`src/rtl/clcd_pkg.sv`:
```
// Shared types, constants and the control program of the character LCD byte writer.
// Used by clcd_sequencer and char_lcd_i2c_byte_writer; depends on nothing else.
package clcd_pkg;

  localparam int unsigned PC_W  = 4;
  localparam int unsigned CNT_W = 5;
  localparam int unsigned BIN_W = 32;

  typedef logic [PC_W-1:0] pc_t;

  localparam pc_t PC_CONV   = 4'd0;
  localparam pc_t PC_SETCNT = 4'd1;
  localparam pc_t PC_SKIP   = 4'd2;
  localparam pc_t PC_LOAD   = 4'd3;
  localparam pc_t PC_ADDR   = 4'd4;
  localparam pc_t PC_HI_EN  = 4'd5;
  localparam pc_t PC_HI_DIS = 4'd6;
  localparam pc_t PC_LO_EN  = 4'd7;
  localparam pc_t PC_LO_DIS = 4'd8;
  localparam pc_t PC_NEXT   = 4'd9;

  localparam logic [CNT_W-1:0] CONV_LAST = CNT_W'(BIN_W - 1);

  localparam logic [7:0] ADDR_RESET    = 8'h4E;
  localparam logic [7:0] NIB_MASK      = 8'hF0;
  localparam logic [7:0] BACKLIGHT_BIT = 8'h08;
  localparam logic [7:0] ENABLE_BIT    = 8'h04;
  localparam logic [3:0] ASCII_DIGIT_HI = 4'h3;

  typedef enum logic [1:0] {
    OP_CMD    = 2'd0,
    OP_DATA   = 2'd1,
    OP_NUM    = 2'd2,
    OP_CURSOR = 2'd3
  } op_e;

  typedef enum logic [2:0] {
    DP_NOP    = 3'd0,
    DP_DABBLE = 3'd1,
    DP_SETCNT = 3'd2,
    DP_SKIP   = 3'd3,
    DP_LOAD   = 3'd4,
    DP_NEXT   = 3'd5
  } dp_op_e;

  typedef enum logic [2:0] {
    EM_NONE   = 3'd0,
    EM_ADDR   = 3'd1,
    EM_HI_EN  = 3'd2,
    EM_HI_DIS = 3'd3,
    EM_LO_EN  = 3'd4,
    EM_LO_DIS = 3'd5
  } emit_e;

  typedef enum logic [2:0] {
    C_FALL = 3'd0,
    C_LOOP = 3'd1,
    C_SKIP = 3'd2,
    C_MORE = 3'd3,
    C_END  = 3'd4
  } cond_e;

  typedef struct packed {
    dp_op_e op;
    emit_e  emit;
    cond_e  cond;
    pc_t    target;
  } uword_t;

  typedef struct packed {
    logic   take;
    dp_op_e op;
    emit_e  emit;
  } seq_ctrl_t;

  typedef struct packed {
    logic cnt_zero;
    logic lead_zero;
    logic num;
  } dp_stat_t;

  function automatic uword_t rom(pc_t pc);
    uword_t w;
    w = '{op: DP_NOP, emit: EM_NONE, cond: C_END, target: PC_CONV};
    case (pc)
      PC_CONV:   w = '{op: DP_DABBLE, emit: EM_NONE,   cond: C_LOOP, target: PC_CONV};
      PC_SETCNT: w = '{op: DP_SETCNT, emit: EM_NONE,   cond: C_FALL, target: PC_CONV};
      PC_SKIP:   w = '{op: DP_SKIP,   emit: EM_NONE,   cond: C_SKIP, target: PC_SKIP};
      PC_LOAD:   w = '{op: DP_LOAD,   emit: EM_NONE,   cond: C_FALL, target: PC_CONV};
      PC_ADDR:   w = '{op: DP_NOP,    emit: EM_ADDR,   cond: C_FALL, target: PC_CONV};
      PC_HI_EN:  w = '{op: DP_NOP,    emit: EM_HI_EN,  cond: C_FALL, target: PC_CONV};
      PC_HI_DIS: w = '{op: DP_NOP,    emit: EM_HI_DIS, cond: C_FALL, target: PC_CONV};
      PC_LO_EN:  w = '{op: DP_NOP,    emit: EM_LO_EN,  cond: C_FALL, target: PC_CONV};
      PC_LO_DIS: w = '{op: DP_NOP,    emit: EM_LO_DIS, cond: C_FALL, target: PC_CONV};
      PC_NEXT:   w = '{op: DP_NEXT,   emit: EM_NONE,   cond: C_MORE, target: PC_LOAD};
      default:   w = '{op: DP_NOP,    emit: EM_NONE,   cond: C_END,  target: PC_CONV};
    endcase
    return w;
  endfunction

endpackage

```
`src/rtl/clcd_sequencer.sv`:
```
// Step counter and control store of the character LCD byte writer.
// Depends on clcd_pkg for the control word layout and the program.
module clcd_sequencer (
  input  logic                clk_i,
  input  logic                rst_ni,
  input  logic                go_i,
  input  logic                go_num_i,
  input  clcd_pkg::dp_stat_t  stat_i,
  output clcd_pkg::seq_ctrl_t ctrl_o,
  output logic                running_o
);

  logic            running_q, running_d;
  clcd_pkg::pc_t   pc_q, pc_d;
  clcd_pkg::uword_t uw;
  logic            take;

  assign uw = clcd_pkg::rom(pc_q);

  always_comb begin
    case (uw.cond)
      clcd_pkg::C_LOOP: take = !stat_i.cnt_zero;
      clcd_pkg::C_SKIP: take = stat_i.lead_zero && !stat_i.cnt_zero;
      clcd_pkg::C_MORE: take = stat_i.num && !stat_i.cnt_zero;
      default:          take = 1'b0;
    endcase
  end

  always_comb begin
    running_d = running_q;
    pc_d      = pc_q;
    if (!running_q) begin
      if (go_i) begin
        running_d = 1'b1;
        pc_d      = go_num_i ? clcd_pkg::PC_CONV : clcd_pkg::PC_ADDR;
      end
    end else if (take) begin
      pc_d = uw.target;
    end else if (uw.cond == clcd_pkg::C_END || uw.cond == clcd_pkg::C_MORE) begin
      running_d = 1'b0;
    end else begin
      pc_d = pc_q + 1'b1;
    end
  end

  always_ff @(posedge clk_i or negedge rst_ni) begin
    if (!rst_ni) begin
      running_q <= 1'b0;
      pc_q      <= clcd_pkg::PC_CONV;
    end else begin
      running_q <= running_d;
      pc_q      <= pc_d;
    end
  end

  assign ctrl_o.take   = take;
  assign ctrl_o.op     = running_q ? uw.op : clcd_pkg::DP_NOP;
  assign ctrl_o.emit   = running_q ? uw.emit : clcd_pkg::EM_NONE;
  assign running_o     = running_q;

endmodule

```
`src/rtl/char_lcd_i2c_byte_writer.sv`:
```
// Character LCD byte writer: turns display requests into I2C expander bytes.
// Command, data or cursor move: address byte, then each nibble with enable set and cleared.
// Number: a bit-serial decimal conversion, then leading zero digits are skipped and each
// remaining digit is loaded as ASCII and sent the same way, one transaction per digit.
// One request at a time; results cannot be stalled. Reset clears the sequencer
// and the output strobe and loads the address byte with 0x4E.
module char_lcd_i2c_byte_writer #(
  parameter int unsigned MAX_DIGITS = 10
) (
  input  logic        clk_i,
  input  logic        rst_ni,
  input  logic        start,
  output logic        busy,
  input  logic [1:0]  operation_i,
  input  logic [31:0] value_i,
  input  logic [5:0]  column_i,
  input  logic        row_i,
  input  logic        cfg_valid_i,
  output logic        cfg_ready_o,
  input  logic [7:0]  cfg_data_i,
  output logic        strobe_o,
  output logic [7:0]  bus_byte_o,
  output logic        start_before_o,
  output logic        stop_after_o,
  output logic        last_o
);

  localparam int unsigned BCD_W = 4 * MAX_DIGITS;

  logic                          accept;
  logic                          is_num;
  clcd_pkg::seq_ctrl_t           ctrl;
  clcd_pkg::dp_stat_t            stat;
  logic                          running;

  logic [7:0]                    addr_q;
  logic [7:0]                    byte_q;
  logic                          rs_q;
  logic                          num_q;
  logic [clcd_pkg::BIN_W-1:0]    bin_q;
  logic [BCD_W-1:0]              bcd_q, bcd_adj;
  logic                          ovf_q;
  logic [clcd_pkg::CNT_W-1:0]    cnt_q;
  logic [3:0]                    top_digit;
  logic [7:0]                    hi_nib, lo_nib;

  logic                          strobe_q, strobe_d;
  logic [7:0]                    out_byte_q, out_byte_d;
  logic                          start_q, start_d;
  logic                          stop_q, stop_d;
  logic                          last_q, last_d;

  assign accept = start && !running;
  assign is_num = (operation_i == clcd_pkg::OP_NUM);
  assign busy   = running;
  assign cfg_ready_o = 1'b1;

  assign top_digit = bcd_q[BCD_W-1 -: 4];

  assign stat.cnt_zero  = (cnt_q == '0);
  assign stat.lead_zero = (top_digit == 4'd0) && !ovf_q;
  assign stat.num       = num_q;

  clcd_sequencer u_seq (
    .clk_i     (clk_i),
    .rst_ni    (rst_ni),
    .go_i      (accept),
    .go_num_i  (is_num),
    .stat_i    (stat),
    .ctrl_o    (ctrl),
    .running_o (running)
  );

  always_comb begin
    for (int i = 0; i < MAX_DIGITS; i++) begin
      bcd_adj[4*i +: 4] = (bcd_q[4*i +: 4] >= 4'd5) ? bcd_q[4*i +: 4] + 4'd3
                                                      : bcd_q[4*i +: 4];
    end
  end

  always_ff @(posedge clk_i or negedge rst_ni) begin
    if (!rst_ni) begin
      addr_q <= clcd_pkg::ADDR_RESET;
    end else if (cfg_valid_i && cfg_ready_o) begin
      addr_q <= cfg_data_i;
    end
  end

  always_ff @(posedge clk_i) begin
    if (accept) begin
      num_q <= is_num;
      rs_q  <= (operation_i == clcd_pkg::OP_DATA) || is_num;
      if (operation_i == clcd_pkg::OP_CURSOR) begin
        byte_q <= {1'b1, row_i, column_i};
      end else begin
        byte_q <= value_i[7:0];
      end
      bin_q <= value_i;
      bcd_q <= '0;
      ovf_q <= 1'b0;
      cnt_q <= clcd_pkg::CONV_LAST;
    end else begin
      case (ctrl.op)
        clcd_pkg::DP_DABBLE: begin
          bcd_q <= {bcd_adj[BCD_W-2:0], bin_q[clcd_pkg::BIN_W-1]};
          ovf_q <= ovf_q | bcd_adj[BCD_W-1];
          bin_q <= bin_q << 1;
          cnt_q <= cnt_q - 1'b1;
        end
        clcd_pkg::DP_SETCNT: begin
          cnt_q <= clcd_pkg::CNT_W'(MAX_DIGITS - 1);
        end
        clcd_pkg::DP_SKIP, clcd_pkg::DP_NEXT: begin
          if (ctrl.take) begin
            bcd_q <= bcd_q << 4;
            cnt_q <= cnt_q - 1'b1;
          end
        end
        clcd_pkg::DP_LOAD: begin
          byte_q <= {clcd_pkg::ASCII_DIGIT_HI, top_digit};
        end
        default: begin
        end
      endcase
    end
  end

  assign hi_nib = (byte_q & clcd_pkg::NIB_MASK) | clcd_pkg::BACKLIGHT_BIT | {7'd0, rs_q};
  assign lo_nib = ((byte_q << 4) & clcd_pkg::NIB_MASK) | clcd_pkg::BACKLIGHT_BIT
                  | {7'd0, rs_q};

  always_comb begin
    strobe_d   = 1'b1;
    start_d    = 1'b0;
    stop_d     = 1'b0;
    last_d     = 1'b0;
    out_byte_d = out_byte_q;
    case (ctrl.emit)
      clcd_pkg::EM_ADDR: begin
        out_byte_d = addr_q;
        start_d    = 1'b1;
      end
      clcd_pkg::EM_HI_EN:  out_byte_d = hi_nib | clcd_pkg::ENABLE_BIT;
      clcd_pkg::EM_HI_DIS: out_byte_d = hi_nib & ~clcd_pkg::ENABLE_BIT;
      clcd_pkg::EM_LO_EN:  out_byte_d = lo_nib | clcd_pkg::ENABLE_BIT;
      clcd_pkg::EM_LO_DIS: begin
        out_byte_d = lo_nib & ~clcd_pkg::ENABLE_BIT;
        stop_d     = 1'b1;
        last_d     = !(num_q && !stat.cnt_zero);
      end
      default: strobe_d = 1'b0;
    endcase
  end

  always_ff @(posedge clk_i or negedge rst_ni) begin
    if (!rst_ni) begin
      strobe_q <= 1'b0;
    end else begin
      strobe_q <= strobe_d;
    end
  end

  always_ff @(posedge clk_i) begin
    out_byte_q <= out_byte_d;
    start_q    <= start_d;
    stop_q     <= stop_d;
    last_q     <= last_d;
  end

  assign strobe_o       = strobe_q;
  assign bus_byte_o     = out_byte_q;
  assign start_before_o = start_q;
  assign stop_after_o   = stop_q;
  assign last_o         = last_q;

  // The final result of a request always closes a transaction with a stop.
  assert property (@(posedge clk_i) disable iff (!rst_ni)
    strobe_o && last_o |-> stop_after_o)
    else $error("last result without stop");

  assert property (@(posedge clk_i) disable iff (!rst_ni)
    strobe_o && start_before_o |-> !stop_after_o && !last_o)
    else $error("address byte flagged as end of transfer");

  assert property (@(posedge clk_i) disable iff (!rst_ni)
    $fell(busy) |-> $past(strobe_o && last_o))
    else $error("request ended without its last result");

  assert property (@(posedge clk_i) disable iff (!rst_ni)
    strobe_o |-> $past(busy))
    else $error("result produced while idle");

endmodule
```
`config.mk`:
```
export PLATFORM = sky130hd
export DESIGN_NAME = char_lcd_i2c_byte_writer
export DESIGN_NICKNAME = d
export VERILOG_FILES = /design/src/rtl/clcd_pkg.sv /design/src/rtl/clcd_sequencer.sv /design/src/rtl/char_lcd_i2c_byte_writer.sv
export SDC_FILE = /design/constraint.sdc
export NUM_CORES = 1
export LEC_CHECK = 0
export BUFFER_PORTS_ARGS = -buffer_cell sky130_fd_sc_hd__buf_2
export CORE_MARGIN = 2
export CORE_UTILIZATION = 40
export CTS_BUF_LIST = sky130_fd_sc_hd__clkbuf_2
export DETAILED_ROUTE_END_ITERATION = 10
export GPL_ROUTABILITY_DRIVEN = 0
export PLACE_DENSITY = 0.64
export SKIP_CTS_REPAIR_TIMING = 1
export SLEW_MARGIN = 20
export SYNTH_ARGS = -nofsm -noshare
export SYNTH_HDL_FRONTEND = slang
export SYNTH_HIERARCHICAL = 1
export SYNTH_SLANG_ARGS = --single-unit
```
`constraint.sdc`:
```
create_clock -name clk_i -period 2.5 [get_ports clk_i]
set_input_delay 0.125 -clock clk_i [delete_from_list [all_inputs] [get_ports clk_i]]
set_output_delay 0.125 -clock clk_i [all_outputs]
set_load 0.02 [all_outputs]
```
==> results of run 1 <==
==> state kept, by name, summed over array words and instances (netlist names), 4 cells and up <==
register,flops
cnt_q,5
bcd_q,40
addr_q,8
byte_q,8
u_seq/pc_q,4
bus_byte_o,8
bin_q,32
==> power groups by stage <==
stage	combinational, mW	sequential (mW)	clock, mW
after floorplan	3.77	3.59	0
after global placement	5.09	3.56	0
after detailed placement	5.26	3.59	0
after CTS	5.29	3.54	1.29
after global routing	6.31	3.69	1.38
final	5.62	3.57	1.25
==> synthesized netlist by cell type (all sizes together) (2+ instances only) <==
master / n / area share [%]
a21oi: 76 / 6.1
a32o: 2 / 0.32
o21a: 2 / 0.24
nand2: 126 / 7.6
dfrtp: 10 / 4.0
or3: 8 / 0.81
o22ai: 2 / 0.20
ha: 30 / 6.0
a31oi: 11 / 1.2
mux2i: 12 / 1.9
xnor2: 7 / 0.99
nand2b: 25 / 2.5
a211oi: 6 / 1.0
inv: 34 / 2.1
dfstp: 4 / 1.7
xor2: 3 / 0.42
edfxtp: 50 / 24
nand3: 16 / 1.3
dfxtp: 49 / 16
nor2b: 4 / 0.40
buf: 21 / 2.1
clkbuf: 19 / 1.2
and3: 11 / 1.1
and2: 5 / 0.50
nor3b: 4 / 0.65
a22oi: 3 / 0.44
o21ai: 55 / 4.4
o211ai: 4 / 0.48
nor2: 32 / 1.9
a221oi: 16 / 2.3
mux2: 9 / 1.6
and3b: 2 / 0.30
o31ai: 8 / 0.97
nor3: 15 / 1.2
a31o: 2 / 0.28
==> kinds of logic (layout without fill, tap and decap cells) <==
logic type	count (synthesis)	after routing	share of synthesized area, %
muxes	21	21	3.57
buffers and inverters	74	223	5.36
xor gates and xnor gates	10	10	1.41
other	1	2	0.0604
adders and majority gates	30	30	6.05
DFF	113	113	45.7
and+or+nand+nor	252	252	18.9
AOI/OAI and AO/OA	193	193	19.0
==> worst max-delay path, delay by kind of cell (launching register included) <==
family	cells	cell delay, ns
buffers and inverters	3	0.49
adders and majority gates	1	0.34
DFF	1	0.44
and+or+nand+nor	4	0.82
xor gates and xnor gates	1	0.08
AOI/OAI and AO/OA	1	0.18
==> routing by layer <==
layer	part of all wire (%)	wire length (um)	global-route usage (%)
met5	0	0	0
met4	1.0	155	5.69
met3	4.0	602	4.41
met2	50	7600	29.2
met1	45	6880	21.6
==> final timing paths <==
check                              start         to  slack [ns]  depth (start not counted)
setup / recovery           u_seq/pc_q[0]  bcd_q[36]        0.09                         10
hold / removal               value_i[25]  bin_q[25]        0.22                          4
setup reg to reg           u_seq/pc_q[0]  bcd_q[36]        0.09                         10
hold reg to reg                 cnt_q[1]   cnt_q[1]        0.53                          2
max in group asynchronous         rst_ni  addr_q[4]        1.00                          4
min in group asynchronous         rst_ni  addr_q[2]        0.51                          3
==> area by class of cell <==
| cell class | count | share of cell area [%] |
|---|---|---|
| clock buffer | 17 | 1.08 |
| inverter | 34 | 1.62 |
| sequential | 113 | 36.1 |
| clock inverter | 15 | 2.01 |
| antenna | 1 | 0.0318 |
| timing repair buffer | 157 | 16.4 |
| tap | 188 | 2.99 |
| multi-input combinational | 507 | 39.8 |
==> through the flow <==
stage	utilization, %	cell area (um2)	std cells	total power [mW]	TNS, ns
after CTS	46.7	7100	967	10.1	-0.269
after global placement	45.1	6860	935	8.65	0
final	51.7	7860	1032	10.4	0
after detailed placement	45.1	6860	935	8.85	0
after global routing	51.7	7860	1032	11.4	-0.0272
after floorplan	-	6210	694	7.36	0
==> flow_metrics.tcl, run 1 <==
set metrics [dict create \
    outcome "complete, no violations" \
    drive_gt1_share_pct 19.8 \
    routed_wl_mm 15.2 \
    grt_pass1_vias 4856 \
    drtPass1Iterations 5 \
    row_count 45 \
    io_buffers 65 \
    drc 0 \
    worst_pin_slew_ns 0.547 \
    die_h_um 129 \
    seqPwrFrac_pct 34.2 \
    fp.dieArea_um2 16500 \
    postSynthAreaPerCell_um2 8.94 \
    fin_crit_ns 2.41 \
    power.switching_mw 4.58 \
    slowest_delay_ns 0.44 \
    power.leakage_nw 3.30 \
    crit_slowest_cell "dfrtp_1" \
    skew_ns 0.0271 \
    dp_hpwl_mm 9.28 \
    worst_slack_ns 0.0919 \
    yosysSeqAreaShare_pct 45.7 \
    synthDistinctLibCells 57 \
    ant_nets 0 \
    area_growth_pct 26.6 \
    power_density_nw_per_um2 1330 \
    syn_nets 777 \
    avgRoutedWirePerCell_um 14.8 \
    end_kind "register" \
    path_max_fanout 17 \
    cts_max_level 4 \
    die_x_um 129 \
    drt_iter0_drc 395 \
    synth_seq_cells 113 \
    p_comb_share_pct 53.9 \
    core_um2 15200 \
    finalHoldViolCount 0 \
    finalSetupViolCount 0 \
    grt_pass1_wl_mm 22.8 \
    root_buffer "clkbuf_2" \
    arrival_ns 3.02 \
    period_share_pct 96.3 \
    slew_headroom_pct 63.4 \
    synth_cells 694 \
    ys.flop_type "edfxtp_1" \
    fmax_mhz 415 \
    via_per_inst 5.34 \
    crit_chain "inv_1 > ha_2 > nand2_1 > nor3_2 > buf_4 > xor2_2 > and2_4 > clkbuf_16 > or3_1 > a31oi_1" \
    multiInputGateArea_um2 3130 \
    syn_area_um2 6210 \
    path_class "register to register" \
    vias 5514 \
    start_kind "register" \
    holdCritPathClass "input port to register" \
    tritoncts.num_buffers 17 \
    antenna_found_initial 1 \
    pre_cts_ws_ns 0.00154 \
    holdWs_ns 0.216 \
    cts_tree "done" \
    start_util_pct 40.8 \
    regArea_um2 2840 \
    grt_start_max_net_pins 65 \
    finalMaxSlewViolations 0 \
    nets 913 \
    ioPinCount 67 \
    swShare_pct 43.9 \
    synth_warnings 6 \
    grt_use_total_pct 17.2 \
    p_int_mw 5.86 \
    mostFrequentLayoutCells "nand2_1, a21oi_1, buf_2, dlygate4sd3_1" \
    drv_cap 0 \
    grt_overflow 0 \
    clk_pin_slew_ns 0.18 \
    mostFrequentLayoutCell "nand2_1" \
    fill_cells 1386 \
    vdd_drop_max_mv 0.538 \
    async_flop_share_pct 12.4 \
    clockBufferDepth 2 \
    clk_latency_ns 0.70 \
    cts_sinks 113 \
    pwr-share-clk_pct 11.9 \
    worstPathRequired_ns 3.11 \
    synth_edf_count 50 \
]
No activity file was read; power rests on OpenSTA's default activity.
==> run 2, diff against run 1 <==
SETUP_SLACK_MARGIN = 0.2   (was default)
==> run 2 against run 1 <==
Hold slack better by 0.0058 ns. Critical endpoint is now bcd_q[35]. Worst setup slack better by 0.11 ns. Register-to-register slack better by 0.11 ns. Maximum frequency grew 4.8%. Design area is 4.7% higher. First-iteration DRC count up 9.6%. Highest routed layer unchanged.
==> flow_metrics.tcl, run 2 (synthesized netlist as in run 1, its figures left out) <==
set metrics [dict create \
    outcome "complete, no violations" \
    power_density_nw_per_um2 1380 \
    drt_iter0_drc 433 \
    top_regs "bcd_q: 40 flops, bin_q: 32 flops" \
    grt_start_max_net_pins 72 \
    finalHoldViolCount 0 \
    row_count 45 \
    tritoncts.num_buffers 17 \
    rsz0062_at_grt "yes" \
    grt_overflow 0 \
    pre_cts_ws_ns -0.00425 \
    path_class "register to register" \
    final_cells 1043 \
    place_inst 931 \
    fill_cells 1315 \
    vdd_drop_max_mv 0.611 \
    dp_hpwl_mm 9.47 \
    slowest_delay_ns 0.48 \
    worst_slack_ns 0.202 \
    crit_slowest_cell "dfrtp_2" \
    grt_pass1_vias 4889 \
    skew_ns 0.0382 \
    holdWs_ns 0.222 \
    design_area_um2 8230 \
    drtPass1Iterations 5 \
    worst_pin_slew_ns 0.583 \
    start_util_pct 40.8 \
    routed_wl_mm 16.4 \
    hold_depth 4 \
    clk_latency_ns 0.70 \
    mostFrequentLayoutCells "nand2_1, a21oi_1, buf_2, dlygate4sd3_1, edfxtp_1" \
    start_kind "register" \
    regMostFlops "bcd_q" \
    core_um2 15200 \
    reg2reg_from "u_seq/pc_q[0]" \
    cts_max_level 4 \
    finalSetupViolCount 0 \
    io_buffers 65 \
    holdCritPathClass "input port to register" \
    drc 0 \
    hp-start "value_i[24]" \
    place_area_um2 6820 \
    cts_tree "done" \
    rr_worst_depth 12 \
    worstPathRequired_ns 3.10 \
    fin_util_pct 54.1 \
    p_total_mw 11.4 \
    clockBufferDepth 2 \
    critical_path_buf_inv_count 3 \
    ioPinCount 67 \
    grt_use_total_pct 17.2 \
    fmax_mhz 435 \
    power.leakage_nw 3.43 \
    nets 924 \
    mostFrequentLayoutCell "nand2_1" \
    fin_setup_tns_ns 0 \
    arrival_ns 2.90 \
    cts_sinks 113 \
    root_buffer "clkbuf_2" \
    die_h_um 129 \
    antenna_found_initial 1 \
    crit_top_cell "ha_4" \
    r2r_setup_slack_ns 0.20 \
    period_share_pct 91.9 \
    crit_chain "buf_6 > ha_4 > ha_4 > nand2b_4 > a21oi_4 > buf_4 > nor3b_2 > a31o_4 > buf_12 > o31ai_1 > nand3_1 > o21ai_0" \
    path_max_fanout 16 \
    drive_gt1_share_pct 24.6 \
    clk_pin_slew_ns 0.20 \
    cp_top_family "simple AND/OR/NAND/NOR gates" \
    avgRoutedWirePerCell_um 15.7 \
    largest_reg_flops 40 \
    regToRegEndpoint "bcd_q[35]" \
    finalMaxSlewViolations 0 \
    end_kind "register" \
    fin_crit_ns 2.30 \
    area_growth_pct 32.6 \
    slew_headroom_pct 61.0 \
    die_x_um 129 \
    drv_cap 0 \
    min_to "bin_q[24]" \
    via_per_inst 5.48 \
    ant_nets 0 \
    grt_pass1_wl_mm 22.8 \
    vias 5719 \
    fp.dieArea_um2 16500 \
]
-- run 2: worst max-delay path by stage --
stage / from / endpoint / slack [ns] / cells past startpoint
2_1_floorplan: u_seq/pc_q[0] / bcd_q[17] / 0.22 / 11
3_3_place_gp: u_seq/pc_q[0] / bcd_q[36] / 0.06 / 9
3_5_place_dp: u_seq/pc_q[0] / bcd_q[18] / -0.004 / 10
4_1_cts: u_seq/pc_q[0] / bcd_q[18] / -0.06 / 10
5_1_grt: u_seq/pc_q[1] / bcd_q[21] / 0.09 / 9
6_report: u_seq/pc_q[0] / bcd_q[35] / 0.20 / 12
-- run 2: per-layer routing --
metal / GRT usage, % / wire length, um / share of wire [%]
met1: 21.6 / 6940 / 42
met2: 28.8 / 8190 / 50
met3: 4.24 / 908 / 5.5
met4: 6.39 / 364 / 2.2
met5: 0 / 0 / 0
-- run 2: power by group --
part / switching, mW / internal (mW)
clock: 0.801 / 0.665
sequential: 0.623 / 3.02
combinational: 3.52 / 2.73
-- run 2: worst min-delay path: cells and delay by family --
kind / cells / cell delay [ns]
AND/OR/NAND/NOR: 2 / 0.09
buffers and inverters: 2 / 0.60
-- run 2: final cells by class --
class / instances / area (um2) / area share, %
Clock buffer: 17 / 85.1 / 1.03
Multi-Input combinational cell: 507 / 3290 / 40.0
Antenna cell: 1 / 2.50 / 0.0304
Sequential cell: 113 / 2850 / 34.6
Timing Repair Buffer: 168 / 1430 / 17.4
Inverter: 34 / 130 / 1.58
Clock inverter: 15 / 206 / 2.51
Tap cell: 188 / 235 / 2.86
